### src/bslr_pkg.sv
// Shared constants, register codes and controller/datapath link types for the blink scheduler.
package bslr_pkg;

  // Lid travel from fully open to fully closed
  localparam int unsigned FULL_SCALE = 1000;

  // Register reset values
  localparam logic [15:0] BASE_RESET   = 16'd3500;
  localparam logic [15:0] SPREAD_RESET = 16'd4001;
  localparam logic [9:0]  HALF_RESET   = 10'd90;

  // Register indexes on the configuration port
  localparam logic [1:0] REG_BASE   = 2'd0;
  localparam logic [1:0] REG_SPREAD = 2'd1;
  localparam logic [1:0] REG_HALF   = 2'd2;

  // Input kinds
  localparam logic REQ_TICK    = 1'b0;
  localparam logic REQ_TRIGGER = 1'b1;

  // Commands from the controller to the datapath
  typedef struct packed {
    logic load;         // latch the input beat
    logic div_hash;     // start hash modulo spread
    logic div_up;       // start closing ramp division
    logic div_down;     // start opening ramp division
    logic sched_wr;     // write next blink time, mark scheduled
    logic start_blink;  // activate blink at the latched time
    logic end_blink;    // end blink, open lid, reschedule
    logic lid_wr;       // load lid from the ramp quotient
    logic lid_zero;     // force lid open
    logic out_wr;       // load the result register
  } bslr_cmd_t;

  // Status from the datapath to the controller
  typedef struct packed {
    logic req;          // latched beat is a trigger
    logic scheduled;
    logic active;
    logic now_ge_next;
    logic t_ge_2half;
    logic t_le_half;
    logic div_done;
    logic out_busy;     // result register full and not taken this cycle
  } bslr_sts_t;

endpackage

### src/bslr_div.sv
// Restoring radix-2 divider: 32-bit dividend by 16-bit divisor, one quotient bit per cycle.
module bslr_div (
  input  logic        clk,
  input  logic        rst_n,
  input  logic        start,
  input  logic [31:0] dividend,
  input  logic [15:0] divisor,
  output logic        done,
  output logic [31:0] quot,
  output logic [15:0] rem
);

  localparam int DW = 32;
  localparam int CW = $clog2(DW);

  logic [DW-1:0] quot_r, quot_nxt;
  logic [15:0]   rem_r, rem_nxt;
  logic [15:0]   dsr_r, dsr_nxt;
  logic [CW-1:0] cnt_r, cnt_nxt;
  logic          busy_r, busy_nxt;
  logic          done_r, done_nxt;
  logic [16:0]   rem_sh;
  logic [16:0]   rem_sub;
  logic          fits;

  // Shift in the next dividend bit and trial-subtract the divisor
  assign rem_sh  = {rem_r, quot_r[DW-1]};
  assign rem_sub = rem_sh - {1'b0, dsr_r};
  assign fits    = rem_sh >= {1'b0, dsr_r};

  always_comb begin
    quot_nxt = quot_r;
    rem_nxt  = rem_r;
    dsr_nxt  = dsr_r;
    cnt_nxt  = cnt_r;
    busy_nxt = busy_r;
    done_nxt = 1'b0;
    if (start) begin
      quot_nxt = dividend;
      rem_nxt  = '0;
      dsr_nxt  = divisor;
      cnt_nxt  = CW'(DW - 1);
      busy_nxt = 1'b1;
    end else if (busy_r) begin
      quot_nxt = {quot_r[DW-2:0], fits};
      rem_nxt  = fits ? rem_sub[15:0] : rem_sh[15:0];
      cnt_nxt  = cnt_r - 1'b1;
      if (cnt_r == '0) begin
        busy_nxt = 1'b0;
        done_nxt = 1'b1;
      end
    end
  end

  always_ff @(posedge clk) begin
    if (!rst_n) begin
      busy_r <= 1'b0;
      done_r <= 1'b0;
      cnt_r  <= '0;
    end else begin
      busy_r <= busy_nxt;
      done_r <= done_nxt;
      cnt_r  <= cnt_nxt;
    end
  end

  always_ff @(posedge clk) begin
    quot_r <= quot_nxt;
    rem_r  <= rem_nxt;
    dsr_r  <= dsr_nxt;
  end

  assign done = done_r;
  assign quot = quot_r;
  assign rem  = rem_r;

endmodule

### src/bslr_dp.sv
// Datapath: blink state, time compares, hash, ramp operands, shared divider and result register.
module bslr_dp (
  input  logic                clk,
  input  logic                rst_n,
  input  bslr_pkg::bslr_cmd_t cmd,
  output bslr_pkg::bslr_sts_t sts,
  input  logic                in_req,
  input  logic [31:0]         in_now,
  input  logic [15:0]         cfg_base,
  input  logic [15:0]         cfg_spread,
  input  logic [9:0]          cfg_half,
  input  logic                out_ready,
  output logic                out_valid,
  output logic [15:0]         out_data
);

  import bslr_pkg::*;

  localparam logic [9:0] FULL = 10'(FULL_SCALE);

  // Latched beat
  logic        req_r;
  logic [31:0] now_r;
  logic [9:0]  prev_lid_r;

  // Blink state
  logic [31:0] next_r, next_nxt;
  logic [31:0] start_r, start_nxt;
  logic        active_r, active_nxt;
  logic [9:0]  lid_r, lid_nxt;
  logic        sched_r, sched_nxt;
  logic        down_r;

  // Result register
  logic        out_valid_r, out_valid_nxt;
  logic [15:0] out_data_r;

  // Arithmetic
  logic [31:0] x1, x2, x3;
  logic [31:0] t;
  logic [31:0] u;
  logic [19:0] ramp_prod;
  logic [15:0] extra;
  logic [31:0] next_calc;
  logic [9:0]  lid_ramp;
  logic        div_start;
  logic [31:0] div_dividend;
  logic [15:0] div_divisor;
  logic        div_done;
  logic [31:0] div_quot;
  logic [15:0] div_rem;

  // Xorshift hash of the latched time
  assign x1 = now_r ^ (now_r << 13);
  assign x2 = x1 ^ (x1 >> 17);
  assign x3 = x2 ^ (x2 << 5);

  // Time into the blink and ramp operand
  assign t         = now_r - start_r;
  assign u         = t - {22'd0, cfg_half};
  assign ramp_prod = (cmd.div_down ? u[9:0] : t[9:0]) * FULL;

  // Divider operand selection
  assign div_start    = cmd.div_hash | cmd.div_up | cmd.div_down;
  assign div_dividend = cmd.div_hash ? x3 : {12'd0, ramp_prod};
  assign div_divisor  = cmd.div_hash ? cfg_spread : {6'd0, cfg_half};

  bslr_div u_div (
    .clk      (clk),
    .rst_n    (rst_n),
    .start    (div_start),
    .dividend (div_dividend),
    .divisor  (div_divisor),
    .done     (div_done),
    .quot     (div_quot),
    .rem      (div_rem)
  );

  // Next blink time; zero spread adds nothing
  assign extra     = (cfg_spread == '0) ? 16'd0 : div_rem;
  assign next_calc = now_r + {16'd0, cfg_base} + {16'd0, extra};

  // Clamp closing ramp, mirror opening ramp
  always_comb begin
    if (down_r) begin
      lid_ramp = (div_quot >= {22'd0, FULL}) ? 10'd0 : FULL - div_quot[9:0];
    end else begin
      lid_ramp = (div_quot > {22'd0, FULL}) ? FULL : div_quot[9:0];
    end
  end

  // State updates
  always_comb begin
    next_nxt      = next_r;
    start_nxt     = start_r;
    active_nxt    = active_r;
    lid_nxt       = lid_r;
    sched_nxt     = sched_r;
    out_valid_nxt = out_valid_r;
    if (cmd.sched_wr) begin
      next_nxt  = next_calc;
      sched_nxt = 1'b1;
    end
    if (cmd.start_blink) begin
      active_nxt = 1'b1;
      start_nxt  = now_r;
    end
    if (cmd.end_blink) begin
      active_nxt = 1'b0;
      lid_nxt    = '0;
      next_nxt   = next_calc;
    end
    if (cmd.lid_wr) begin
      lid_nxt = lid_ramp;
    end
    if (cmd.lid_zero) begin
      lid_nxt = '0;
    end
    if (out_valid_r && out_ready) begin
      out_valid_nxt = 1'b0;
    end
    if (cmd.out_wr) begin
      out_valid_nxt = 1'b1;
    end
  end

  always_ff @(posedge clk) begin
    if (!rst_n) begin
      next_r      <= '0;
      start_r     <= '0;
      active_r    <= 1'b0;
      lid_r       <= '0;
      sched_r     <= 1'b0;
      out_valid_r <= 1'b0;
    end else begin
      next_r      <= next_nxt;
      start_r     <= start_nxt;
      active_r    <= active_nxt;
      lid_r       <= lid_nxt;
      sched_r     <= sched_nxt;
      out_valid_r <= out_valid_nxt;
    end
  end

  // Hold beat fields, ramp direction and the result payload
  always_ff @(posedge clk) begin
    if (cmd.load) begin
      req_r      <= in_req;
      now_r      <= in_now;
      prev_lid_r <= lid_r;
    end
    if (cmd.div_up || cmd.div_down) begin
      down_r <= cmd.div_down;
    end
    if (cmd.out_wr) begin
      out_data_r <= {4'd0, active_r, (lid_r != prev_lid_r), lid_r};
    end
  end

  // Status back to the controller
  always_comb begin
    sts.req         = (req_r == REQ_TRIGGER);
    sts.scheduled   = sched_r;
    sts.active      = active_r;
    sts.now_ge_next = now_r >= next_r;
    sts.t_ge_2half  = t >= {21'd0, cfg_half, 1'b0};
    sts.t_le_half   = t <= {22'd0, cfg_half};
    sts.div_done    = div_done;
    sts.out_busy    = out_valid_r && !out_ready;
  end

  assign out_valid = out_valid_r;
  assign out_data  = out_data_r;

endmodule

### src/bslr_ctrl.sv
// Controller: sequences one beat through scheduling, blink start, ramp or end, and result.
module bslr_ctrl (
  input  logic                clk,
  input  logic                rst_n,
  input  logic                in_valid,
  output logic                in_ready,
  input  bslr_pkg::bslr_sts_t sts,
  output bslr_pkg::bslr_cmd_t cmd
);

  import bslr_pkg::*;

  localparam logic [2:0] S_IDLE   = 3'd0;
  localparam logic [2:0] S_DECODE = 3'd1;
  localparam logic [2:0] S_SCHED  = 3'd2;
  localparam logic [2:0] S_CHECK  = 3'd3;
  localparam logic [2:0] S_EVAL   = 3'd4;
  localparam logic [2:0] S_END    = 3'd5;
  localparam logic [2:0] S_RAMP   = 3'd6;
  localparam logic [2:0] S_OUT    = 3'd7;

  logic [2:0] state_r, state_nxt;

  assign in_ready = (state_r == S_IDLE);

  always_comb begin
    state_nxt = state_r;
    cmd       = '0;
    unique case (state_r)
      S_IDLE: begin
        if (in_valid) begin
          cmd.load  = 1'b1;
          state_nxt = S_DECODE;
        end
      end
      // Trigger starts a blink if none runs; a tick schedules first if needed
      S_DECODE: begin
        if (sts.req) begin
          cmd.start_blink = !sts.active;
          state_nxt       = S_OUT;
        end else if (!sts.scheduled) begin
          cmd.div_hash = 1'b1;
          state_nxt    = S_SCHED;
        end else begin
          state_nxt = S_CHECK;
        end
      end
      S_SCHED: begin
        if (sts.div_done) begin
          cmd.sched_wr = 1'b1;
          state_nxt    = S_CHECK;
        end
      end
      // Start a blink when its time has come
      S_CHECK: begin
        cmd.start_blink = !sts.active && sts.now_ge_next;
        state_nxt       = S_EVAL;
      end
      // Pick end of blink, closing ramp or opening ramp
      S_EVAL: begin
        if (!sts.active) begin
          cmd.lid_zero = 1'b1;
          state_nxt    = S_OUT;
        end else if (sts.t_ge_2half) begin
          cmd.div_hash = 1'b1;
          state_nxt    = S_END;
        end else if (sts.t_le_half) begin
          cmd.div_up = 1'b1;
          state_nxt  = S_RAMP;
        end else begin
          cmd.div_down = 1'b1;
          state_nxt    = S_RAMP;
        end
      end
      S_END: begin
        if (sts.div_done) begin
          cmd.end_blink = 1'b1;
          state_nxt     = S_OUT;
        end
      end
      S_RAMP: begin
        if (sts.div_done) begin
          cmd.lid_wr = 1'b1;
          state_nxt  = S_OUT;
        end
      end
      // Hand the result over once the output register is free
      S_OUT: begin
        if (!sts.out_busy) begin
          cmd.out_wr = 1'b1;
          state_nxt  = S_IDLE;
        end
      end
      default: state_nxt = S_IDLE;
    endcase
  end

  always_ff @(posedge clk) begin
    if (!rst_n) begin
      state_r <= S_IDLE;
    end else begin
      state_r <= state_nxt;
    end
  end

endmodule

### src/blink_scheduler_lid_ramp.sv
// Eyelid blink scheduler with lid ramp: top level with register file and stream ports.
// A trigger beat needs no division; an update tick uses the shared divider once or not at all,
// and twice when the first tick also schedules. Beats are handled one at a time, and the
// 32-step divider takes most of the time of a beat that uses it.
// A new beat is taken as soon as the previous result sits in the output register.
// Reset (synchronous, active low) clears blink state and schedule and reloads the registers.
module blink_scheduler_lid_ramp (
  input  logic        clk,
  input  logic        rst_n,
  // Input stream
  input  logic        in_tvalid,
  output logic        in_tready,
  input  logic [31:0] in_tdata,   // [31:0] now_ms
  input  logic        in_tuser,   // [0] req_type
  // Result stream
  output logic        out_tvalid,
  input  logic        out_tready,
  output logic [15:0] out_tdata,  // [9:0] lid_pos, [10] lid_changed, [11] blinking, zero pad
  // Configuration port
  input  logic        cfg_psel,
  input  logic        cfg_penable,
  input  logic        cfg_pwrite,
  input  logic [3:0]  cfg_paddr,
  input  logic [31:0] cfg_pwdata,
  output logic [31:0] cfg_prdata,
  output logic        cfg_pready
);

  import bslr_pkg::*;

  logic [15:0] base_r;
  logic [15:0] spread_r;
  logic [9:0]  half_r;
  logic        cfg_wr;
  logic [1:0]  cfg_idx;
  bslr_cmd_t   cmd;
  bslr_sts_t   sts;

  assign cfg_pready = 1'b1;
  assign cfg_wr     = cfg_psel && cfg_penable && cfg_pwrite;
  assign cfg_idx    = cfg_paddr[3:2];

  // Write the registers
  always_ff @(posedge clk) begin
    if (!rst_n) begin
      base_r   <= BASE_RESET;
      spread_r <= SPREAD_RESET;
      half_r   <= HALF_RESET;
    end else if (cfg_wr) begin
      unique case (cfg_idx)
        REG_BASE:   base_r   <= cfg_pwdata[15:0];
        REG_SPREAD: spread_r <= cfg_pwdata[15:0];
        REG_HALF:   half_r   <= cfg_pwdata[9:0];
        default: ;
      endcase
    end
  end

  // Read back
  always_comb begin
    unique case (cfg_idx)
      REG_BASE:   cfg_prdata = {16'd0, base_r};
      REG_SPREAD: cfg_prdata = {16'd0, spread_r};
      REG_HALF:   cfg_prdata = {22'd0, half_r};
      default:    cfg_prdata = '0;
    endcase
  end

  bslr_ctrl u_ctrl (
    .clk      (clk),
    .rst_n    (rst_n),
    .in_valid (in_tvalid),
    .in_ready (in_tready),
    .sts      (sts),
    .cmd      (cmd)
  );

  bslr_dp u_dp (
    .clk        (clk),
    .rst_n      (rst_n),
    .cmd        (cmd),
    .sts        (sts),
    .in_req     (in_tuser),
    .in_now     (in_tdata),
    .cfg_base   (base_r),
    .cfg_spread (spread_r),
    .cfg_half   (half_r),
    .out_ready  (out_tready),
    .out_valid  (out_tvalid),
    .out_data   (out_tdata)
  );

  // Lid never reported beyond full travel
  a_lid_range: assert property (@(posedge clk) disable iff (!rst_n)
    out_tvalid |-> (out_tdata[9:0] <= 10'(FULL_SCALE)))
    else $error("lid position beyond full scale");

  // Lid open whenever no blink runs
  a_open_idle: assert property (@(posedge clk) disable iff (!rst_n)
    (out_tvalid && !out_tdata[11]) |-> (out_tdata[9:0] == 10'd0))
    else $error("lid not open outside a blink");

  // One beat at a time
  a_one_beat: assert property (@(posedge clk) disable iff (!rst_n)
    (in_tvalid && in_tready) |=> !in_tready)
    else $error("beat accepted while another is in flight");

  // A lid move outside a blink can only be the return to open
  a_ramp_closed: assert property (@(posedge clk) disable iff (!rst_n)
    (out_tvalid && out_tdata[10]) |-> (out_tdata[11] || out_tdata[9:0] == 10'd0))
    else $error("lid moved outside a blink");

endmodule
### config.mk
export PLATFORM = sky130hd
export DESIGN_NAME = blink_scheduler_lid_ramp
export DESIGN_NICKNAME = d
export VERILOG_FILES = /design/src/bslr_pkg.sv /design/src/bslr_div.sv /design/src/bslr_dp.sv /design/src/bslr_ctrl.sv /design/src/blink_scheduler_lid_ramp.sv
export SDC_FILE = /design/constraint.sdc
export NUM_CORES = 1
export LEC_CHECK = 0
export BUFFER_PORTS_ARGS = -buffer_cell sky130_fd_sc_hd__buf_2
export CAP_MARGIN = 20
export CORE_MARGIN = 2
export CORE_UTILIZATION = 60
export CTS_BUF_LIST = sky130_fd_sc_hd__clkbuf_4 sky130_fd_sc_hd__clkbuf_8
export CTS_CLUSTER_DIAMETER = 30
export DETAILED_ROUTE_END_ITERATION = 16
export PLACE_DENSITY = 0.79
export SKIP_CTS_REPAIR_TIMING = 1
export SYNTH_ARGS = -nofsm -noshare
export SYNTH_HDL_FRONTEND = slang
export SYNTH_SLANG_ARGS = --single-unit
### constraint.sdc
create_clock -name clk -period 17.8 [get_ports clk]
set_input_delay 1.78 -clock clk [delete_from_list [all_inputs] [get_ports clk]]
set_output_delay 1.78 -clock clk [all_outputs]
set_load 0.02 [all_outputs]
# [Yosys cells after proc, flatten, opt, wreduce, memory -nomap -nowiden]
# Index checks and enable logic that the tools add are counted.
[word_totals] reg_bits=249 word_cells=134 inputBits=76 out_inout_bits=51
[classes] n_bitwise=7 addsub=7 muxes=53 n_eq_ne=14 n_lt_le_gt_ge=6 reduce_logical=24 mul=1
[ops] operator="$mux W32" n=5
[ops] operator="$mux W10" n=7
[ops] operator="$add A32 B16 Y32" n=2
[ops] operator="$xor A32 B32 Y32" n=2
[ops] operator="$pmux W16 S3" n=1
[ops] operator="$ge A32 B10 Y1 const B" n=1
[ops] operator="$ge A32 B11 Y1" n=1
[ops] operator="$ge A32 B32 Y1" n=1
[ops] operator="$gt A32 B10 Y1 const B" n=1
[ops] operator="$le A32 B10 Y1" n=1
[ops] operator="$mux W16" n=2
[ops] operator="$sub A32 B32 Y32" n=1
[ops] operator="$xor A32 B15 Y32" n=1
[ops] operator="$mux W1" n=23
[ops] operator="$mux W3" n=7
[ops] operator="$pmux W3 S7" n=1
[ops] operator="$mul A20 B7 Y17 const B" n=1
[ops] operator="$ge A17 B16 Y1" n=1
[ops] operator="$logic_not A16 Y1" n=1
[ops] operator="$sub A16 B16 Y16" n=1
[ops] operator="$eq A3 B3 Y1 const B" n=4
[ops] operator="$mux W5" n=2
[ops] operator="$ne A10 B10 Y1" n=1
[ops] operator="$sub A10 B10 Y10" n=1
[ops] operator="other kinds (23)" n=43

# [Logic depth before layout (Yosys ltp)]
# Gate-level depths: netlist of the first run.
[depth] depth_word=10 mapped_depth=41 depth_no_buf=39

# [By module]
# From an unflattened synthesis of the first run, not the netlist that was laid out.
[unflattened] cells_unflattened=2043 hier_area_um2=18559.0
[modules_own_cells] mod="bslr_dp" n_inst=1 seq_area_each_um2=3223.1 cells_each=1434 area_each_um2=12354.3
[modules_own_cells] mod="bslr_div" n_inst=1 seq_area_each_um2=1901.8 cells_each=324 area_each_um2=3742.3
[modules_own_cells] mod="blink_scheduler_lid_ramp" n_inst=1 seq_area_each_um2=840.8 cells_each=238 area_each_um2=2125.8
[modules_own_cells] mod="bslr_ctrl" n_inst=1 seq_area_each_um2=60.1 cells_each=47 area_each_um2=336.6

# [Worst setup path before layout of the first run]
# No wires, ideal clock.
[synth_timing] path_kind="register to register" start="reg u_dp.now_r[0]" end="reg u_dp.u_div.quot_r[19], in the netlist u_dp.u_div.quot[19], data pin" required_ps=17530 path_buffers=2 setup_time_ps=270 period_less_slack_ps=8784 stages_incl_launch_ff=41 arrival_ps=8515 setup_slack_ps=9016 path_cell_list="edfxtp_1 -> inv_1 -> ha_1 -> inv_1 -> fa_1 -> a21oi_1 -> o21ai_1 -> o21ai_0 -> xnor2_1 -> ha_1 -> a21oi_1 -> o22ai_1 -> or4b_2 -> nor4_2 -> nand4bb_1 -> nor4_1 -> and4_1 -> and4_1 -> (+5 left out) -> xnor2_1 -> ha_1 -> inv_1 -> fa_1 -> inv_1 -> fa_1 -> ha_1 -> o21ai_0 -> nor2_1 -> o211ai_1 -> nand2_1 -> and4_1 -> or4_1 -> a31o_2 -> a21oi_1 -> xnor2_1 -> mux2_2 -> a21oi_1"
[synth_via] elab_chain_cells=10 elab_cells_between_ends=17 cone_classes="add/sub: 2; mul: 1; order compare: 2; mux: 10; bitwise: 2"
[synth_rtl] element="start, declared" line="bslr_dp.sv:23" text="logic [31:0] now_r;"
[synth_rtl] element="start signal, assigned" line="bslr_dp.sv:149" text="now_r <= in_now;"
[synth_rtl] element="$sub A32 B32 Y32 (*)" line="bslr_dp.sv:59" text="assign t = now_r - start_r;"
[synth_rtl] element="$le A32 B10 Y1" line="bslr_dp.sv:167" text="sts.t_le_half = t <= {22'd0, cfg_half};"
[synth_rtl] element="$mux W1" line="bslr_ctrl.sv:67" text="end else if (sts.t_le_half) begin"
[synth_rtl] element="$mux W2" line="bslr_ctrl.sv:64" text="end else if (sts.t_ge_2half) begin"
[synth_rtl] element="$mux W3" line="bslr_ctrl.sv:61" text="if (!sts.active) begin"
[synth_rtl] element="$mux W2" line="bslr_ctrl.sv:29" text="unique case (state_r)"
[synth_rtl] element="$mux W10" line="bslr_dp.sv:61" text="assign ramp_prod = (cmd.div_down ? u[9:0] : t[9:0]) * FULL;"
[synth_rtl] element="$mul A20 B7 Y17" line="bslr_dp.sv:61"
[synth_rtl] element="$mux W32" line="bslr_dp.sv:65" text="assign div_dividend = cmd.div_hash ? x3 : {12'd0, ramp_prod};"
[synth_rtl] element="$mux W32 (*)" line="bslr_div.sv:38" text="if (start) begin"
[synth_rtl] element="net u_dp.u_div.quot_nxt[19]" line="bslr_div.sv:16" text="logic [DW-1:0] quot_r, quot_nxt;"
[synth_rtl] element="end signal, assigned" line="bslr_div.sv:68" text="quot_r <= quot_nxt;"
[synth_rtl] element="end, declared" line="bslr_div.sv:16"
# Mark *: on every way through the listed nets, which the timed path passes. The rest lies on a longest branch.
# A chain may end at the register's enable or synchronous reset.

# [Worst setup path after layout of the first run]
[layout_timing] start="reg u_dp.now_r[0]" end="reg u_dp.u_div.quot_r[18], in the netlist u_dp.u_div.quot[18], data pin"
[layout_via] elab_chain_cells=10 elab_cells_between_ends=20 cone_classes="add/sub: 2; mul: 1; order compare: 2; mux: 10; bitwise: 5"
[layout_rtl] element="$sub A32 B32 Y32" line="bslr_dp.sv:59"
[layout_rtl] element="$le A32 B10 Y1" line="bslr_dp.sv:167"
[layout_rtl] element="$mux W1" line="bslr_ctrl.sv:67"
[layout_rtl] element="$mux W2" line="bslr_ctrl.sv:64"
[layout_rtl] element="$mux W3" line="bslr_ctrl.sv:61"
[layout_rtl] element="$mux W2" line="bslr_ctrl.sv:29"
[layout_rtl] element="$mux W10" line="bslr_dp.sv:61"
[layout_rtl] element="$mul A20 B7 Y17" line="bslr_dp.sv:61"
[layout_rtl] element="$mux W32" line="bslr_dp.sv:65"
[layout_rtl] element="$mux W32 (*)" line="bslr_div.sv:38"
[layout_rtl] element="net u_dp.u_div.quot_nxt[18]" line="bslr_div.sv:16"
# Marks and branches as above.

==> results of run 1 <==
==> worst reg2reg max path: cells and delay by family, from the launching register on <==
| family | cells | cell delay, ps |
|---|---|---|
| and+or+nand+nor | 9 | 2170 |
| adders and majority gates | 8 | 2940 |
| muxes | 2 | 530 |
| DFF | 1 | 490 |
| xor gates and xnor gates | 3 | 610 |
| AOI/OAI and AO/OA | 11 | 2770 |
| buffers and inverters | 5 | 640 |
==> metrics by stage <==
step | worst slack [ps] | cell area [um^2] | std cells | util (%) | hold WS (ps)
after floorplan | 9020 | 18500 | 2086 | - | 432
after global placement | 7850 | 19000 | 2479 | 62.6 | 438
after detailed placement | 7630 | 19000 | 2479 | 62.6 | 444
after CTS | 7590 | 20200 | 2577 | 66.5 | 456
after global routing | 6730 | 20200 | 2579 | 66.6 | 475
final | 7370 | 20200 | 2579 | 66.6 | 454
==> metal layers <==
| metal | vias to the layer above | GRT usage (%) |
|---|---|---|
| met5 | - | 0 |
| met4 | 0 | 10.2 |
| met3 | 117 | 5.11 |
| met2 | 683 | 47.8 |
| met1 | 7320 | 40.6 |
| li1 | 7443 | - |
==> cells by family (layout without fill, tap and decap cells) <==
kind of cell             after synthesis  in the layout  share of synthesized area, %
AND/OR/NAND/NOR                      626            626                          16.6
AO/OA/AOI/OAI                        481            481                          16.5
buffers and inverters                279            376                          6.33
flip-flops                           249            249                          32.8
adder cells (fa/ha/maj)              210            210                          16.3
XOR/XNOR                             149            149                          7.14
multiplexers                          71             71                          4.29
other                                  2             21                        0.0408
==> cell type report <==
type	count	area, um^2
Clock inverter	33	358
Tap cell	396	495
Fill cell	2390	10100
Clock buffer	65	832
Timing Repair Buffer	101	557
Inverter	177	664
Multi-Input combinational cell	1558	11300
Sequential cell	249	6030
==> final timing paths <==
check                                   to  slack [ps]  cells after the start
min reg2reg    u_dp.next_r[1]$_SDFFE_PN0P_         450                      2
min            u_dp.next_r[1]$_SDFFE_PN0P_         450                      2
max reg2reg  u_dp.u_div.quot[18]$_DFFE_PP_        7370                     38
max          u_dp.u_div.quot[18]$_DFFE_PP_        7370                     38
==> sequential cells by signal, summed over array words and instances (netlist names), 3 cells and up <==
| register | count |
|---|---|
| base_r | 16 |
| u_dp.u_div.dsr_r | 16 |
| u_dp.start_r | 32 |
| u_dp.out_data | 12 |
| u_dp.u_div.quot | 32 |
| u_ctrl.state_r | 3 |
| u_dp.now_r | 32 |
| u_dp.u_div.cnt_r | 5 |
| half_r | 10 |
| spread_r | 16 |
| u_dp.prev_lid_r | 10 |
| u_dp.lid_r | 10 |
| u_dp.next_r | 32 |
| u_dp.u_div.rem | 16 |
==> layout by cell type, fill, tap and decap left out, drive strengths merged, types with 17 or more instances in the layout <==
master  Yosys  routed
a211oi     17      17
a21o       28      28
a21oi     154     154
and2       30      30
buf        41     101
clkbuf     61      65
conb        2      21
dfxtp     145     145
edfxtp    104     104
fa         49      49
ha        161     161
inv       177     179
mux2       21      21
mux2i      50      50
nand2     215     215
nand2b     19      19
nand3      79      79
nand4      21      21
nor2      117     117
nor2b      19      19
nor3       31      31
nor4       18      18
o211ai     17      17
o21a       17      17
o21ai     118     118
o31ai      38      38
xnor2      95      95
xor2       54      54
==> impl_results.md, run 1 <==
* Hold Path Class: register to register
* H-tree level count at 2
* Longest Clk Path Bufs at 3
* Buffers & Inverters on Critical Path at 5
* Worst r2r src: u_dp.now_r[0]$_DFFE_PP_
* Post-synth top area cell: edfxtp_1
* Global-route usage over all layers at 29.8%
* Fin. Hold Viols at 0
* Residual DRC at 0
* Vias in the first global route at 14570
* Worst EP arrival at 10750 ps
* Number of vias per cell at 6.03
* Max Cap Viol at 0
* Largest cells by area after synthesis: edfxtp_1, dfxtp_1, ha_1, fa_1, xnor2_1
* Starting density of the core at 60.6%
* WL met1 at 20300 um
* Total grt overflow at 0
* Minimum clock period at approximately 10000 ps
* Post-Syn Area per Cell at 8.90 um^2
* Routed wl met2 at 21300 um
* Starting DRT DRC Count at between 1500 and 2000
* Core area at 30300 um^2
* Fmax at 0.0959 GHz
* Share of the clock period used by the worst path at 58.6%
* Core Rows at 64
* Die Wd at 179 um
* Syn. warnings at 0
* Hpwl dp at 35500 um
* Top delay family on crit path: adder cells
* Synthesis-stage register bit count at 249
* Layout cells sized above 1 at 11.4%
* Final setup TNS at 0 ps
* Syn-to-layout area delta at 9.97%
* Critical Path Start Type: register
* DIE AREA at 32100 um^2
* Sink Count at 249
* Synth async-reset ratio at 0%
* Routed Antenna Nets at 0
* Cells after Synth at 2067
* Die height at 179 um
* Root Buffer: clkbuf_8
* Clk slew on worst S/H paths at ~60 ps
* Crit path from: u_dp.now_r[0]$_DFFE_PP_
* TritonCTS clock tree: done
* Hold_sp: u_dp.next_r[1]$_SDFFE_PN0P_
* Outcome: finished, final reports clean
* Critical Path RT at 18120 ps
* DR pass1 iterations at 5
* Antenna violations before repair at 0
* Crit Path Max Fanout at 15
* Unrepaired setup endpoints after global routing: no
* Most frequent cell after synthesis: nand2_1
* Clock insertion delay at the later pin of the skew report at 600 ps
* Main synth FF type: dfxtp_1
* Clk_skew at 25.0 ps
* Post-synthesis cell area at 18400 um^2
* Netlist cell types at 85
* Critical path type: register to register
* Post-synth top area share at 17.0%
* Synth top cells by count: nand2_1, inv_1, ha_1, a21oi_1, dfxtp_1
* Routed wl met3 at about 4100 um
* Final Setup Violations at 0
* Seq/Total Area, Yosys at 32.8%
* Worst Tran Pin Value at roughly 1100 ps
* Fin nets at 2425
* IO Pins at 127
* CTS buffer count at between 50 and 60
* Max-slew violations at 0
* Total Routed Length at about 47000 um
* Antenna cells at 0
* Post-synth EDFFs at roughly 100
* Top sig layer: met4
* Max_slew headroom at 29.8%
* Routed WL per cell at roughly 18 um
* CP max stage delay at between 700 and 800 ps
* CP max stage cell: a2111oi_0
* Pin count of the biggest net entering global routing at 83
* First-pass GRT wire length at 75500 um
* RD Place Congestion at 0.985
* Routed via count at approximately 16000
* Endpoint type of the worst setup path: register
* Port Buffer Count at 87
Power of run 1 is left out: the tool's default activity adds up to more than one toggle a clock period on the data nets, which glitch-free logic cannot reach.
==> inputs of run 2 (changes only) <==
Settings changed: ABC_AREA from default to 1, CORE_UTILIZATION 60 to 58, PLACE_DENSITY 0.79 to 0.8.
Clock period 17.8 ns to 8.6 ns, I/O delays scaled along.
==> impl_results.md, run 2 <==
* First-pass GRT wire length at 84800 um (+12%)
* R2r worst-path depth at 43 (+13%)
* Fill count at 2821 (+18%)
* Worst EP arrival at 8490 ps (-2260 ps)
* Hold_sp: in_tdata[12]
* Critical Path Start Type: register
* Core Rows at 66 (+3.1%)
* Residual DRC at 0 (unchanged)
* Post-synth top area share at 16.5% (-0.52 points)
* Routed WL per cell at 17.2 um (-6.5%)
* Synth top cells by count: nand2_1, inv_1, a21oi_1, ha_1, dfxtp_1
* DIE AREA at 34200 um^2 (+6.6%)
* Post-synth EDFFs at 104 (unchanged)
* Critical Path RT at 8980 ps (-9140 ps)
* Total Routed Length at 53200 um (+12%)
* WHS Path Cells at 1 (-1)
* WHS at 400 ps (-54.5 ps)
* Cells after Synth at 2491 (+21%)
* DR pass1 iterations at 7 (+2)
* Fmax at 0.123 GHz (+29%)
* Longest Clk Path Bufs at 3 (unchanged)
* Endpoint type of the worst setup path: register
* Crit Path Max Fanout at 14 (-1)
* Post-synth top area cell: edfxtp_1
* Vias in the first global route at 16492 (+13%)
* H-tree level count at 2 (unchanged)
* Clk_skew at 36.5 ps (+11.5 ps)
* Post-synthesis cell area at 19000 um^2 (+3.2%)
* Top delay family on crit path: adder cells
* Netlist cell types at 60 (-29%)
* Critical path type: register to register
* Starting density of the core at 58.6% (-2.0 points)
* Sink Count at 249 (unchanged)
* Port Buffer Count at 87 (unchanged)
* Root Buffer: clkbuf_8
* Die Wd at 185 um (+3.2%)
* Worst Tran Pin Value at 1140 ps (+88.1 ps)
* Max_slew headroom at 23.9% (-5.9 points)
* Crit path from: u_dp.now_r[0]$_DFFE_PP_
* Buffers & Inverters on Critical Path at 6 (+1)
* Seq/Total Area, Yosys at 31.8% (-1.0 points)
* CTS buffer count at 56 (+7.7%)
* Layout cells sized above 1 at 12.5% (+1.1 points)
* Fin nets at 2894 (+19%)
* Synth async-reset ratio at 0% (unchanged)
* Post-DP Area at 19800 um^2 (+4.4%)
* Hpwl dp at 41200 um (+16%)
* Max-slew violations at 0 (unchanged)
* Clock insertion delay at the later pin of the skew report at 630 ps (+30 ps)
* Main synth FF type: dfxtp_1
* Most frequent cells in the layout: nand2_1, inv_1, a21oi_1
* Fin. Hold Viols at 0 (unchanged)
* Hold Path Class: input port to register
* Commonest non-fill, non-tap cell in the layout: nand2_1
* Starting DRT DRC Count at 1371 (-16%)
* Number of vias per cell at 5.54 (-8.2%)
* Seq. cell area at 6030 um^2 (unchanged)
* Total grt overflow at 0 (unchanged)
* Syn-to-layout area delta at 12.1%
* Routed Antenna Nets at 0 (unchanged)
* Minimum clock period at 8110 ps (-2320 ps)
* Worst r2r src: u_dp.now_r[0]$_DFFE_PP_
* Routed via count at 17166 (+10%)
* CP max stage cell: fa_1
* Post-route cell area at 21300 um^2 (+5.2%)
* Antenna violations before repair at 3 (+3)
* CP max stage delay at 540 ps (-220 ps)
* Global-route usage over all layers at 31.6% (+1.8 points)
* Clk slew on worst S/H paths at 70 ps (about the same)
* Area of the multi-input gates at 11100 um^2 (-1.9%)
* Share of the clock period used by the worst path at 94.3% (+36 points)
* Post-Route Utilization at 65.7% (-0.94 points)
* RD Place Congestion at 0.973 (-1.2%)
* Max Cap Viol at 0 (unchanged)
* Final Setup Violations at 0 (unchanged)
* Synthesis-stage register bit count at 249 (unchanged)
* Post-Syn Area per Cell at 7.62 um^2 (-14%)
* Pin count of the biggest net entering global routing at 69 (-17%)
* Die height at 185 um (+3.2%)
* IO Pins at 127 (unchanged)
* Outcome: finished, final reports clean
* Core area at 32400 um^2 (+6.7%)
* TritonCTS clock tree: done
* Most frequent cell after synthesis: nand2_1
* Syn. warnings at 0 (unchanged)
* Largest cells by area after synthesis: edfxtp_1, dfxtp_1, nand2_1, ha_1, inv_1
* CP Depth at 43 (+13%)
-- run 2: cell count changes after synthesis, sizes merged, moves of 21 or more --
cell / before / now
a21o: 28 / 2
and2: 30 / 4
inv: 177 / 407
mux2: 21 / 0
mux2i: 50 / 0
nand2: 215 / 607
nand3: 79 / 133
nor2: 117 / 154
o211ai: 17 / 48
o21ai: 118 / 150
o31ai: 38 / 3
xnor2: 95 / 74
-- run 2: worst paths after layout --
kind	slack [ps]	end
setup / recovery	490	u_dp.u_div.quot[18]$_DFFE_PP_
hold / removal	400	u_dp.now_r[12]$_DFFE_PP_
setup reg to reg	490	u_dp.u_div.quot[18]$_DFFE_PP_
hold reg to reg	470	u_dp.next_r[1]$_SDFFE_PN0P_
-- run 2: area by class of cell --
class                      instances  area share (%)
antenna                            3          0.0353
clock buffer                      75            4.50
clock inverter                    30            1.76
inverter                         413            7.29
tap                              442            2.60
sequential                       249            28.3
timing repair buffer             121            3.38
multi-input combinational       1767            52.1
-- run 2: layer usage --
layer | track usage [%] | share of wire [%]
met1 | 41.0 | 42
met2 | 52.1 | 46
met3 | 4.38 | 7.7
met4 | 14.8 | 4.8
met5 | 0 | 0
-- run 2: cell families (layout without fill, tap and decap cells) --
family	count (synthesis)	in the layout	share of synthesized area, %
flops	249	249	31.8
fa+ha+maj	210	210	15.8
compound gates	418	418	12.5
other cells	2	24	0.0396
xor+xnor	139	139	6.42
simple gates	979	979	23.1
buf+inv	494	639	10.4
-- run 2: per-stage QoR --
stage | setup slack [ps] | TNS (ps) | cells
2_1_floorplan | 1270 | 0 | 2510
3_5_place_dp | 391 | 0 | 2987
5_1_grt | -37.6 | -37.6 | 3100
3_3_place_gp | 578 | 0 | 2986
4_1_cts | 380 | 0 | 3092
6_report | 487 | 0 | 3100
Power of run 2 is left out for the same reason.
